## src/rtl/core/sbm_pkg.sv

```systemverilog
// ----------------------------------------------------------------------------
// sbm_pkg
// Shared types, constants and the band edge table of the band meter.
// ----------------------------------------------------------------------------
package sbm_pkg;

    localparam int NUM_BINS   = 128;
    localparam int NUM_BAND   = 16;
    localparam int MAG_W      = 24;
    localparam int LVL_W      = 16;
    localparam int BIN_W      = 7;
    localparam int BAND_W     = 4;
    localparam int CFG_IDX_W  = 4;
    localparam int CFG_DATA_W = 24;

    localparam logic [CFG_IDX_W-1:0] CFG_NOISE_FLOOR   = 4'd0;
    localparam logic [CFG_IDX_W-1:0] CFG_FULL_SCALE    = 4'd1;
    localparam logic [CFG_IDX_W-1:0] CFG_ATTACK        = 4'd2;
    localparam logic [CFG_IDX_W-1:0] CFG_DECAY         = 4'd3;
    localparam logic [CFG_IDX_W-1:0] CFG_BASS_GATE     = 4'd4;
    localparam logic [CFG_IDX_W-1:0] CFG_BASS_SPAN     = 4'd5;
    localparam logic [CFG_IDX_W-1:0] CFG_BEAT_RATIO    = 4'd6;
    localparam logic [CFG_IDX_W-1:0] CFG_COOLDOWN      = 4'd7;

    localparam logic [BIN_W-1:0] BASS_LO = 7'd2;
    localparam logic [BIN_W-1:0] BASS_HI = 7'd7;

    localparam logic [LVL_W-1:0] LEVEL_ONE   = 16'hFFFF;
    localparam logic [LVL_W-1:0] LEVEL_CUT   = 16'd2622;
    localparam logic [LVL_W-1:0] VIB_CUT     = 16'd1311;
    localparam logic [LVL_W-1:0] AVG_KEEP    = 16'd52429;
    localparam logic [LVL_W-1:0] AVG_NEW     = 16'd13107;
    localparam logic [LVL_W-1:0] VIB_KEEP    = 16'd19661;
    localparam logic [LVL_W-1:0] GLOW_KEEP   = 16'd53740;
    localparam logic [LVL_W-1:0] DRIVE_RECIP = 16'd65281;   // 2^24 / 257, rounded up
    localparam logic [17:0]      BEAT_MIN    = 18'd7864;

    typedef logic [7:0] t_edge;

    localparam t_edge BAND_LO [NUM_BAND] = '{
        8'd3, 8'd3, 8'd4, 8'd6, 8'd7, 8'd9, 8'd12, 8'd15,
        8'd19, 8'd24, 8'd31, 8'd39, 8'd50, 8'd63, 8'd80, 8'd101
    };
    localparam t_edge BAND_HI [NUM_BAND] = '{
        8'd4, 8'd4, 8'd6, 8'd7, 8'd9, 8'd12, 8'd15, 8'd19,
        8'd24, 8'd31, 8'd39, 8'd50, 8'd63, 8'd80, 8'd101, 8'd128
    };

    typedef struct packed {
        logic [MAG_W-1:0] noise_floor;
        logic [MAG_W-1:0] full_scale;
        logic [15:0]      attack;
        logic [15:0]      decay;
        logic [MAG_W-1:0] bass_gate;
        logic [MAG_W-1:0] bass_span;
        logic [9:0]       beat_ratio;
        logic [15:0]      cooldown;
    } t_cfg;

    typedef enum logic [4:0] {
        OP_NONE,
        OP_DIV_BASS,
        OP_DIV_BAND,
        OP_DIV_STEP,
        OP_BL,
        OP_AVG1,
        OP_AVG2,
        OP_AVG_WB,
        OP_THR,
        OP_BEAT,
        OP_VIB,
        OP_GLOW,
        OP_DRIVE,
        OP_TGT,
        OP_LVL1,
        OP_LVL2,
        OP_LVL_WB,
        OP_CLEAR
    } t_op;

    typedef struct packed {
        logic              take;
        t_op               op;
        logic [BAND_W-1:0] band;
    } t_cmd;

    typedef struct packed {
        logic div_last;
    } t_stat;

endpackage

```

## src/rtl/core/sbm_cfg.sv

```systemverilog
// ----------------------------------------------------------------------------
// sbm_cfg
// Configuration register file, written one request at a time.
// ----------------------------------------------------------------------------
module sbm_cfg import sbm_pkg::*; (
    input  logic                  i_clk,
    input  logic                  i_rst_n,
    input  logic                  i_wr,
    input  logic [CFG_IDX_W-1:0]  i_index,
    input  logic [CFG_DATA_W-1:0] i_data,
    output t_cfg                  o_cfg
);

    t_cfg r_cfg;

    always_ff @(posedge i_clk) begin
        if (!i_rst_n) begin
            r_cfg.noise_floor <= 24'd1500;
            r_cfg.full_scale  <= 24'd18000;
            r_cfg.attack      <= 16'd45875;
            r_cfg.decay       <= 16'd49152;
            r_cfg.bass_gate   <= 24'd800;
            r_cfg.bass_span   <= 24'd8000;
            r_cfg.beat_ratio  <= 10'd333;
            r_cfg.cooldown    <= 16'd60;
        end else if (i_wr) begin
            case (i_index)
                CFG_NOISE_FLOOR: r_cfg.noise_floor <= i_data;
                CFG_FULL_SCALE:  r_cfg.full_scale  <= i_data;
                CFG_ATTACK:      r_cfg.attack      <= i_data[15:0];
                CFG_DECAY:       r_cfg.decay       <= i_data[15:0];
                CFG_BASS_GATE:   r_cfg.bass_gate   <= i_data;
                CFG_BASS_SPAN:   r_cfg.bass_span   <= i_data;
                CFG_BEAT_RATIO:  r_cfg.beat_ratio  <= i_data[9:0];
                CFG_COOLDOWN:    r_cfg.cooldown    <= i_data[15:0];
                default: ;
            endcase
        end
    end

    assign o_cfg = r_cfg;

endmodule

```

## src/rtl/core/sbm_ctrl.sv

```systemverilog
// ----------------------------------------------------------------------------
// sbm_ctrl
// Sequencer: bin intake, bass and beat update, then per-band scoring.
// ----------------------------------------------------------------------------
module sbm_ctrl import sbm_pkg::*; (
    input  logic  i_clk,
    input  logic  i_rst_n,
    input  logic  i_valid,
    input  logic  i_frame_end,
    output logic  o_stall,
    output logic  o_valid,
    input  logic  i_stall,
    input  t_stat i_stat,
    output t_cmd  o_cmd
);

    typedef enum logic [4:0] {
        S_IDLE, S_BDIV, S_DIV, S_BL, S_AVG1, S_AVG2, S_AVG_WB, S_THR, S_BEAT,
        S_VIB, S_GLOW, S_DRIVE, S_TDIV, S_TGT, S_LVL1, S_LVL2, S_LVL_WB, S_EMIT
    } t_state;

    localparam logic [BAND_W-1:0] LAST_BAND = BAND_W'(NUM_BAND - 1);

    t_state              r_state;
    logic [BAND_W-1:0]   r_band;
    logic                r_bass;
    logic                r_valid;

    always_comb begin
        o_cmd.take = (r_state == S_IDLE) && i_valid;
        o_cmd.band = r_band;
        case (r_state)
            S_BDIV:   o_cmd.op = OP_DIV_BASS;
            S_DIV:    o_cmd.op = OP_DIV_STEP;
            S_BL:     o_cmd.op = OP_BL;
            S_AVG1:   o_cmd.op = OP_AVG1;
            S_AVG2:   o_cmd.op = OP_AVG2;
            S_AVG_WB: o_cmd.op = OP_AVG_WB;
            S_THR:    o_cmd.op = OP_THR;
            S_BEAT:   o_cmd.op = OP_BEAT;
            S_VIB:    o_cmd.op = OP_VIB;
            S_GLOW:   o_cmd.op = OP_GLOW;
            S_DRIVE:  o_cmd.op = OP_DRIVE;
            S_TDIV:   o_cmd.op = OP_DIV_BAND;
            S_TGT:    o_cmd.op = OP_TGT;
            S_LVL1:   o_cmd.op = OP_LVL1;
            S_LVL2:   o_cmd.op = OP_LVL2;
            S_LVL_WB: o_cmd.op = OP_LVL_WB;
            S_EMIT:   o_cmd.op = (!i_stall && r_band == LAST_BAND) ? OP_CLEAR : OP_NONE;
            default:  o_cmd.op = OP_NONE;
        endcase
    end

    always_ff @(posedge i_clk) begin
        if (!i_rst_n) begin
            r_state <= S_IDLE;
            r_band  <= '0;
            r_bass  <= 1'b0;
            r_valid <= 1'b0;
        end else begin
            case (r_state)
                S_IDLE:   if (i_valid && i_frame_end) r_state <= S_BDIV;
                S_BDIV: begin
                    r_bass  <= 1'b1;
                    r_state <= S_DIV;
                end
                S_DIV:    if (i_stat.div_last) r_state <= r_bass ? S_BL : S_TGT;
                S_BL:     r_state <= S_AVG1;
                S_AVG1:   r_state <= S_AVG2;
                S_AVG2:   r_state <= S_AVG_WB;
                S_AVG_WB: r_state <= S_THR;
                S_THR:    r_state <= S_BEAT;
                S_BEAT:   r_state <= S_VIB;
                S_VIB:    r_state <= S_GLOW;
                S_GLOW:   r_state <= S_DRIVE;
                S_DRIVE: begin
                    r_band  <= '0;
                    r_state <= S_TDIV;
                end
                S_TDIV: begin
                    r_bass  <= 1'b0;
                    r_state <= S_DIV;
                end
                S_TGT:    r_state <= S_LVL1;
                S_LVL1:   r_state <= S_LVL2;
                S_LVL2:   r_state <= S_LVL_WB;
                S_LVL_WB: begin
                    r_valid <= 1'b1;
                    r_state <= S_EMIT;
                end
                S_EMIT: begin
                    if (!i_stall) begin
                        r_valid <= 1'b0;
                        if (r_band == LAST_BAND) begin
                            r_state <= S_IDLE;
                        end else begin
                            r_band  <= r_band + 1'b1;
                            r_state <= S_TDIV;
                        end
                    end
                end
                default:  r_state <= S_IDLE;
            endcase
        end
    end

    assign o_stall = (r_state != S_IDLE);
    assign o_valid = r_valid;

endmodule

```

## src/rtl/core/sbm_datapath.sv

```systemverilog
// ----------------------------------------------------------------------------
// sbm_datapath
// Peak registers, shared restoring divider, shared multiplier and levels.
// ----------------------------------------------------------------------------
module sbm_datapath import sbm_pkg::*; (
    input  logic              i_clk,
    input  logic              i_rst_n,
    input  t_cfg              i_cfg,
    input  t_cmd              i_cmd,
    output t_stat             o_stat,
    input  logic [BIN_W-1:0]  i_bin_index,
    input  logic [MAG_W-1:0]  i_magnitude,
    input  logic [31:0]       i_time_ms,
    output logic [BAND_W-1:0] o_band_number,
    output logic [LVL_W-1:0]  o_band_level,
    output logic              o_beat_seen,
    output logic [7:0]        o_vibration_drive,
    output logic [LVL_W-1:0]  o_glow_level,
    output logic              o_last_band
);

    logic [MAG_W-1:0] r_band_peak [NUM_BAND];
    logic [LVL_W-1:0] r_smooth    [NUM_BAND];
    logic [MAG_W-1:0] r_bass_peak;
    logic [LVL_W-1:0] r_avg;
    logic [LVL_W-1:0] r_vib;
    logic [LVL_W-1:0] r_glow;
    logic [31:0]      r_last;
    logic [31:0]      r_now;
    logic             r_beat;
    logic [7:0]       r_drive;

    logic [MAG_W-1:0] r_rem;
    logic [MAG_W-1:0] r_den;
    logic [LVL_W-1:0] r_quo;
    logic             r_force;
    logic [LVL_W-1:0] r_force_val;
    logic [3:0]       r_div_cnt;
    logic [LVL_W-1:0] r_bl;
    logic [LVL_W-1:0] r_tgt;
    logic [33:0]      r_acc;

    logic [MAG_W-1:0] den_full, den_span, sel_peak, bass_num;
    logic [LVL_W-1:0] sel_lvl, lvl_new, vib_n, glow_n, div_res;
    logic             rise, beat_n;
    logic [16:0]      mul_a, mul_b;
    logic [33:0]      prod;
    logic [MAG_W:0]   rem2;
    logic             rem_ge;
    logic [17:0]      thresh;
    logic [31:0]      dt;

    assign den_full = (i_cfg.full_scale == '0) ? MAG_W'(1) : i_cfg.full_scale;
    assign den_span = (i_cfg.bass_span == '0) ? MAG_W'(1) : i_cfg.bass_span;
    assign sel_peak = r_band_peak[i_cmd.band];
    assign sel_lvl  = r_smooth[i_cmd.band];
    assign bass_num = r_bass_peak - i_cfg.bass_gate;
    assign div_res  = r_force ? r_force_val : r_quo;
    assign rise     = r_tgt > sel_lvl;
    assign rem2     = {r_rem, 1'b0};
    assign rem_ge   = rem2 >= {1'b0, r_den};
    assign thresh   = (r_acc[25:8] < BEAT_MIN) ? BEAT_MIN : r_acc[25:8];
    assign dt       = r_now - r_last;
    assign beat_n   = ({2'b00, r_bl} > thresh) && (dt > {16'd0, i_cfg.cooldown});
    assign lvl_new  = r_acc[31:16];
    assign vib_n    = prod[31:16];
    assign glow_n   = prod[31:16];

    always_comb begin
        case (i_cmd.op)
            OP_AVG1: begin
                mul_a = {1'b0, r_avg};
                mul_b = {1'b0, AVG_KEEP};
            end
            OP_AVG2: begin
                mul_a = {1'b0, r_bl};
                mul_b = {1'b0, AVG_NEW};
            end
            OP_THR: begin
                mul_a = {1'b0, r_avg};
                mul_b = {7'd0, i_cfg.beat_ratio};
            end
            OP_VIB: begin
                mul_a = {1'b0, r_vib};
                mul_b = {1'b0, VIB_KEEP};
            end
            OP_GLOW: begin
                mul_a = {1'b0, r_glow};
                mul_b = {1'b0, GLOW_KEEP};
            end
            OP_DRIVE: begin
                mul_a = {1'b0, r_vib};
                mul_b = {1'b0, DRIVE_RECIP};
            end
            OP_LVL1: begin
                mul_a = {1'b0, sel_lvl};
                mul_b = rise ? (17'h10000 - {1'b0, i_cfg.attack}) : {1'b0, i_cfg.decay};
            end
            OP_LVL2: begin
                mul_a = {1'b0, r_tgt};
                mul_b = rise ? {1'b0, i_cfg.attack} : (17'h10000 - {1'b0, i_cfg.decay});
            end
            default: begin
                mul_a = '0;
                mul_b = '0;
            end
        endcase
    end

    assign prod = mul_a * mul_b;

    always_ff @(posedge i_clk) begin
        if (!i_rst_n) begin
            for (int b = 0; b < NUM_BAND; b++) begin
                r_band_peak[b] <= '0;
                r_smooth[b]    <= '0;
            end
            r_bass_peak <= '0;
            r_avg       <= '0;
            r_vib       <= '0;
            r_glow      <= '0;
            r_last      <= '0;
            r_beat      <= 1'b0;
            r_drive     <= '0;
        end else begin
            if (i_cmd.take && int'(i_bin_index) < NUM_BINS) begin
                for (int b = 0; b < NUM_BAND; b++) begin
                    if ({1'b0, i_bin_index} >= BAND_LO[b] && {1'b0, i_bin_index} < BAND_HI[b]
                        && i_magnitude > r_band_peak[b]) begin
                        r_band_peak[b] <= i_magnitude;
                    end
                end
                if (i_bin_index >= BASS_LO && i_bin_index < BASS_HI
                    && i_magnitude > r_bass_peak) begin
                    r_bass_peak <= i_magnitude;
                end
            end
            case (i_cmd.op)
                OP_AVG_WB: r_avg <= r_acc[31:16];
                OP_BEAT: begin
                    r_beat <= beat_n;
                    if (beat_n) r_last <= r_now;
                end
                OP_VIB:    r_vib  <= r_beat ? LEVEL_ONE : ((vib_n < VIB_CUT) ? '0 : vib_n);
                OP_GLOW:   r_glow <= r_beat ? LEVEL_ONE : ((glow_n < LEVEL_CUT) ? '0 : glow_n);
                OP_DRIVE:  r_drive <= prod[31:24];
                OP_LVL_WB: r_smooth[i_cmd.band] <= (lvl_new < LEVEL_CUT) ? '0 : lvl_new;
                OP_CLEAR: begin
                    for (int b = 0; b < NUM_BAND; b++) r_band_peak[b] <= '0;
                    r_bass_peak <= '0;
                end
                default: ;
            endcase
        end
    end

    always_ff @(posedge i_clk) begin
        if (i_cmd.take) r_now <= i_time_ms;
        case (i_cmd.op)
            OP_DIV_BASS: begin
                r_rem       <= bass_num;
                r_den       <= den_span;
                r_quo       <= '0;
                r_div_cnt   <= '0;
                r_force     <= !(r_bass_peak > i_cfg.bass_gate) || (bass_num >= den_span);
                r_force_val <= (r_bass_peak > i_cfg.bass_gate) ? LEVEL_ONE : '0;
            end
            OP_DIV_BAND: begin
                r_rem       <= sel_peak;
                r_den       <= den_full;
                r_quo       <= '0;
                r_div_cnt   <= '0;
                r_force     <= (sel_peak < i_cfg.noise_floor) || (sel_peak >= den_full);
                r_force_val <= (sel_peak < i_cfg.noise_floor) ? '0 : LEVEL_ONE;
            end
            OP_DIV_STEP: begin
                r_rem     <= rem_ge ? MAG_W'(rem2 - {1'b0, r_den}) : rem2[MAG_W-1:0];
                r_quo     <= {r_quo[LVL_W-2:0], rem_ge};
                r_div_cnt <= r_div_cnt + 1'b1;
            end
            OP_BL:   r_bl  <= div_res;
            OP_TGT:  r_tgt <= div_res;
            OP_AVG1, OP_THR, OP_LVL1: r_acc <= prod;
            OP_AVG2, OP_LVL2:         r_acc <= r_acc + prod;
            OP_LVL_WB: begin
                o_band_number     <= i_cmd.band;
                o_band_level      <= (lvl_new < LEVEL_CUT) ? '0 : lvl_new;
                o_beat_seen       <= r_beat;
                o_vibration_drive <= r_drive;
                o_glow_level      <= r_glow;
                o_last_band       <= (i_cmd.band == BAND_W'(NUM_BAND - 1));
            end
            default: ;
        endcase
    end

    assign o_stat.div_last = (r_div_cnt == 4'd15);

endmodule

```

## src/rtl/core/spectrum_band_meter_beat_detector_unit.sv

```systemverilog
// ----------------------------------------------------------------------------
// spectrum_band_meter_beat_detector_unit
// Log-band spectrum meter with bass beat detection, one bin per request.
// ----------------------------------------------------------------------------
// Throughput: a non-final bin is taken every cycle while the unit is idle.
// A frame-end bin starts the bass and beat work, then each of the 16 bands
// in turn (16-step shared divider, two multiply passes, write-back, output),
// and any output stall holds the sequence; no bin is taken until it ends.
// Reset: synchronous active low; levels, peaks, config and sequencer state to defaults.
module spectrum_band_meter_beat_detector_unit import sbm_pkg::*; (
    input  logic                  i_clk,
    input  logic                  i_rst_n,
    input  logic                  i_valid,
    output logic                  o_stall,
    input  logic [BIN_W-1:0]      i_bin_index,
    input  logic [MAG_W-1:0]      i_magnitude,
    input  logic                  i_frame_end,
    input  logic [31:0]           i_time_ms,
    output logic                  o_valid,
    input  logic                  i_stall,
    output logic [BAND_W-1:0]     o_band_number,
    output logic [LVL_W-1:0]      o_band_level,
    output logic                  o_beat_seen,
    output logic [7:0]            o_vibration_drive,
    output logic [LVL_W-1:0]      o_glow_level,
    output logic                  o_last_band,
    input  logic                  i_cfg_valid,
    output logic                  o_cfg_ready,
    input  logic [CFG_IDX_W-1:0]  i_cfg_index,
    input  logic [CFG_DATA_W-1:0] i_cfg_data
);

    t_cfg  cfg;
    t_cmd  cmd;
    t_stat stat;

    assign o_cfg_ready = 1'b1;

    sbm_cfg u_cfg (
        .i_clk   (i_clk),
        .i_rst_n (i_rst_n),
        .i_wr    (i_cfg_valid && o_cfg_ready),
        .i_index (i_cfg_index),
        .i_data  (i_cfg_data),
        .o_cfg   (cfg)
    );

    sbm_ctrl u_ctrl (
        .i_clk       (i_clk),
        .i_rst_n     (i_rst_n),
        .i_valid     (i_valid),
        .i_frame_end (i_frame_end),
        .o_stall     (o_stall),
        .o_valid     (o_valid),
        .i_stall     (i_stall),
        .i_stat      (stat),
        .o_cmd       (cmd)
    );

    sbm_datapath u_dp (
        .i_clk             (i_clk),
        .i_rst_n           (i_rst_n),
        .i_cfg             (cfg),
        .i_cmd             (cmd),
        .o_stat            (stat),
        .i_bin_index       (i_bin_index),
        .i_magnitude       (i_magnitude),
        .i_time_ms         (i_time_ms),
        .o_band_number     (o_band_number),
        .o_band_level      (o_band_level),
        .o_beat_seen       (o_beat_seen),
        .o_vibration_drive (o_vibration_drive),
        .o_glow_level      (o_glow_level),
        .o_last_band       (o_last_band)
    );

endmodule

```

## config.mk

```make
export PLATFORM = sky130hd
export DESIGN_NAME = spectrum_band_meter_beat_detector_unit
export DESIGN_NICKNAME = d
export VERILOG_FILES = /design/src/rtl/core/sbm_pkg.sv /design/src/rtl/core/sbm_cfg.sv /design/src/rtl/core/sbm_ctrl.sv /design/src/rtl/core/sbm_datapath.sv /design/src/rtl/core/spectrum_band_meter_beat_detector_unit.sv
export SDC_FILE = /design/constraint.sdc
export NUM_CORES = 2
export LEC_CHECK = 0
export BUFFER_PORTS_ARGS = -buffer_cell sky130_fd_sc_hd__buf_2
export CORE_UTILIZATION = 65
export DETAILED_ROUTE_END_ITERATION = 10
export PLACE_DENSITY = 0.82
export SYNTH_ARGS = -nofsm -noshare
export SYNTH_HDL_FRONTEND = slang
export SYNTH_SLANG_ARGS = --single-unit
```

## constraint.sdc

```tcl
create_clock -name i_clk -period 26.5 [get_ports i_clk]
set_clock_uncertainty 0.2 [all_clocks]
set_input_delay 5.3 -clock i_clk [delete_from_list [all_inputs] [get_ports i_clk]]
set_output_delay 5.3 -clock i_clk [all_outputs]
set_load 0.01 [all_outputs]
```

# Word level (Yosys, flattened, before mapping)
# Memory sizes are Yosys's and may differ from the RTL's. A register that Yosys moved wholly into a read port is not among the register bits.
# Cells that the tools add are included.
# word_totals
reg_bits	507
ram_bits	640
inputBits	97
out_inout_bits	49
mem_count	2
# memory_table
name	words	width	read_ports	rd_ports_with_merged_regs	write_ports	line	text
u_dp.r_band_peak	16	24	17	1	16	sbm_datapath.sv:22	logic [MAG_W-1:0] r_band_peak [NUM_BAND];
u_dp.r_smooth	16	16	1	1	16	sbm_datapath.sv:23	logic [LVL_W-1:0] r_smooth [NUM_BAND];
# op_classes
n_addsub	8
mul	1
order_cmp	60
n_eq_ne	47
n_mux	147
n_bitwise	33
reduce_logical	73
# op_table
op	count
24-bit 2-to-1 mux	35
24-bit greater-than comparator	18
5-bit case mux with 17 select lines	2
16-bit 2-to-1 mux	9
17-bit case mux with 8 select lines	1
16-bit case mux with 6 select lines	1
5-bit by 4-bit equality test with 1-bit output (second input constant)	16
1-bit 2-to-1 mux	73
24-bit case mux with 3 select lines	1
34-bit case mux with 2 select lines	1
16-bit case mux with 2 select lines	2
24-bit >= comparator	2
24-bit logical NOT	2
24-bit case mux with 2 select lines	1
24-bit subtractor	2
5-bit by 3-bit equality test with 1-bit output (second input constant)	8
1-bit logical AND	36
4-bit 2-to-1 mux	9
34-bit adder	1
17-bit 2-to-1 mux	2
17-bit by 16-bit subtractor with 17-bit output (first input constant)	2
16-bit by 17-bit multiplier with 33-bit output	1
32-bit by 16-bit greater-than comparator with 1-bit output	1
16-bit by 12-bit < comparator with 1-bit output (second input constant)	2
other kinds (45)	141

# Logic depth before layout (Yosys ltp)
# logic_depth
depth_word	11
depth_mapped	50
ltp_nobuf	43

# By module
# From an unflattened synthesis, not the netlist that was laid out.
# hier_totals
hier_cells	7971
area_unflattened_um2	77555.6
# modules_own_cells
module	n_inst	cells_per_inst	area_each_um2	seq_area_each_um2
sbm_datapath	1	7271	70847.9	25924.9
sbm_cfg	1	584	5825.6	3083.0
sbm_ctrl	1	114	870.8	220.2
spectrum_band_meter_beat_detector_unit	1	2	11.3	0.0

# Least setup slack after synthesis
# Ideal clock, no wire load.
# synth_timing
kind	reg2reg
start	register (tool-made name)
end	register u_dp.r_acc[31] (data pin)
setup_ns	0.265
arrival_time_ns	11.755
required_time_ns	26.035
setup_slack_ns	14.280
stages_incl_launch_ff	46
synth_period_minus_slack_ns	12.220
cell_sequence	dfxtp_1 > buf_2 > buf_2 > buf_1 > mux4_2 > mux4_2 > inv_1 > ha_1 > a21o_1 > a221o_1 > a22oi_1 > o211ai_1 > nand2_1 > buf_1 > clkbuf_1 > mux4_2 > a221oi_1 > clkbuf_1 > [... 10 more ...] > inv_1 > ha_1 > nand2_1 > nand3b_1 > a221oi_2 > nand2_1 > a41oi_1 > xor2_1 > inv_1 > ha_1 > o21a_1 > o211ai_1 > o21ba_2 > o21ai_1 > a2111o_1 > a21o_1 > a21oi_1 > xor2_1
# synth_rtl
item	line	text
to (signal assigned)	sbm_datapath.sv:183	OP_AVG1, OP_THR, OP_LVL1: r_acc <= prod;
to (signal assigned)	sbm_datapath.sv:184	OP_AVG2, OP_LVL2: r_acc <= r_acc + prod;
to (decl)	sbm_datapath.sv:41	logic [33:0] r_acc;

==> metrics.cfg <==
[outcome]
status = finished, final reports clean

[finish]
syn2layout_area_growth_pct = 8.304
layout_commonest_cell = inv_1
drive_gt1_share_pct = 9.322
fillers = 8404
final_cell_mix = inv_1 (940), nand2_1 (902), nor2_1 (760)
final_cell_area_um2 = 82690
final_cells = 9488
nNetsFinal = 8910

[critical_path]
reg2regPathDepth = 41
cp.arrival_ps = 14210
critPathRequiredTime_ps = 26790
critPathMaxFanout = 38
cp-start-kind = flip-flop
end_kind = flip-flop
timing.rr.end = u_dp.r_acc[28]
crit_type = flip-flop to flip-flop
rrSetupSlack_ps = 12590
slowest_delay_ps = 1140
cp_slowest_cell = a221oi_1

[clocking]
numCtsBuffers = 118
cts_tree = built
clock_latency_ps = 780
cts_buffer_depth = 3
cts_sinks = 1134
root_buffer = clkbuf_16
hold_buffers = 0
cts_setup_buffers = 0
htree_levels = 3
clkTransAtPathRegs_ps = 70
cts_resized = 0

[pwr]
ir_drop_uv = 60.66
power-per-cell-area_nw_per_um2 = 59.26
p_leak_nw = 33.72

[sta]
min_period_ps = 13910
fmax_ghz = 0.07188
finalMaxSlewViolations = 0
finalSetupTns_ps = 0
finalCritPeriodShare_pct = 52.50
fin_hold_ws_ps = 222.2
hold_viol = 0
timing.slew.headroom_pct = 9.077
setup_viol = 0
worstMarginPinSlew_ps = 1364
rsz0062_at_grt = false

[die]
die_w_um = 344.7
pin_count = 146
rows = 125
core_region_area_um2 = 116400
dieArea_um2 = 118800
die_h_um = 344.7
initial_core_util_pct = 65.62

[global_routing]
grt_pass1_wl_um = 347600
gr-total-overflow = 0
grt_max_degree = 106
track_usage_pct = 38.19
grt_antenna_before_repair = 14
grt_pass1_vias = 60290

[yosys]
synthTopCellsByArea = edfxtp_1 (26%), dfxtp_1 (12%), ha_1 (12%), mux4_2 (5.9%), fa_1 (5.5%)
syn_inst = 7881
yosysSeqAreaShare_pct = 38.39
syn_nets = 8936
yosysWarnings = 0
synth-edff-count = 660
syn_area_per_cell_um2 = 9.688
netlist_area_um2 = 76350
ys_seq_elements = 1134
yosys.area.top_type_share_pct = 25.96
synth_top_flop_cell = edfxtp_1
synth.distinct_cells = 106
async_flop_share_pct = 0
yosys.area.top_type = edfxtp_1

[worst_hold_path]
min_path_type = flip-flop to flip-flop
hold_depth = 0
whs_endpoint = u_dp.o_vibration_drive[0]
hp-start = u_dp.r_drive[0]

[place]
place_area_um2 = 78470
place_congestion = 0.9675
portBuffers = 144
dp_cells = 9259
dp_hpwl_um = 163700

[route]
wl_um = 226400
drt_iter0_markers = 8096
dr.pass1.iters = 8
drtAntennaViolNets = 0
drcViolationCount = 0
routed_via_density = 6.512
wl_per_cell_um = 23.86
vias = 61780

[run]
cap_violations = 0

## cells in the mapped netlist (203+ instances only)
cell / number
nor2_1: 763
mux2i_1: 232
inv_1: 941
ha_1: 747
edfxtp_1: 660
clkbuf_1: 322
a21o_1: 203
o21ai_0: 258
a21oi_1: 437
fa_1: 211
nand2_1: 903
dfxtp_1: 474
## where the power goes
part | internal (mW) | leakage [nW] | switching [mW]
logic | 0.344 | 21.3 | 0.667
registers | 1.99 | 10.4 | 0.0806
clock network | 1.03 | 2.02 | 0.781
## metal layers
metal | routed length, µm | vias up | part of all wire [%] | global-route usage [%]
met3 | 28080 | 634 | 12 | 8.845
li1 | - | 27500 | - | -
met1 | 88420 | 29830 | 39 | 52.84
met5 | 60 | - | 0.027 | 0
met2 | 99790 | 3811 | 44 | 58.02
met4 | 10030 | 10 | 4.4 | 15.75
## sequential cells by signal, summed over array words and instances, names as in the netlist, 24 cells and up, named ones only
register / count
u_cfg.o_cfg: 154
u_dp.r_den: 24
u_dp.r_last: 32
u_dp.r_bass_peak: 24
u_dp.r_acc: 32
u_dp.r_now: 32
u_dp.r_band_peak: 384
u_dp.r_rem: 24
u_dp.r_smooth: 256
## layout make-up
type | instances | area [µm²] | share of cell area (%)
clock inverter | 79 | 1055 | 1.276
sequential | 1134 | 29320 | 35.46
inverter | 944 | 3546 | 4.288
clock buffer | 146 | 3161 | 3.822
tap | 1524 | 1907 | 2.306
timing repair buffer | 244 | 1499 | 1.813
multi-input combinational | 5413 | 42200 | 51.03
antenna | 4 | 10.01 | 0.01210
## worst max path at each step
| stage | end | cells after the start | start |
|---|---|---|---|
| after floorplan | u_dp.r_acc[31] | 45 | flip-flop |
| after global placement | u_dp.r_acc[28] | 41 | flip-flop |
| after detailed placement | u_dp.r_acc[28] | 41 | flip-flop |
| after CTS | u_dp.r_acc[28] | 41 | flip-flop |
| after global routing | u_dp.r_acc[30] | 41 | flip-flop |
| final | u_dp.r_acc[28] | 41 | flip-flop |
## critical path: cells and delay by family, from the launching register on
kind	cells	cell delay, ps
AO/OA/AOI/OAI	13	3720
XOR/XNOR	2	450
adder cells (fa/ha/maj)	9	4100
buffers and inverters	9	2030
flip-flops	1	730
multiplexers	2	1150
AND/OR/NAND/NOR	6	1140
## cell families (layout without fill, tap and decap cells)
family                     count (synthesis)  count (layout)  share of synthesized area [%]
adders and majority gates                958             958                          17.77
and+or+nand+nor                         2463            2463                          14.58
other                                      1               5                       0.004912
buffers and inverters                   1334            1413                          6.648
muxes                                    437             437                          9.044
xor gates and xnor gates                 124             124                          1.447
AOI/OAI and AO/OA                       1430            1430                          12.11
DFF                                     1134            1134                          38.39
## per-stage QoR
stage	total power [mW]	setup slack (ps)	utilization, %
floorplan	2.740	14280	-
finish	4.900	12590	71.06
global route	5.060	11790	71.06
detailed placement	3.073	12750	67.43
global placement	3.036	13020	67.43
CTS	4.866	12720	71.05
Power figures use the tool's default switching activity.
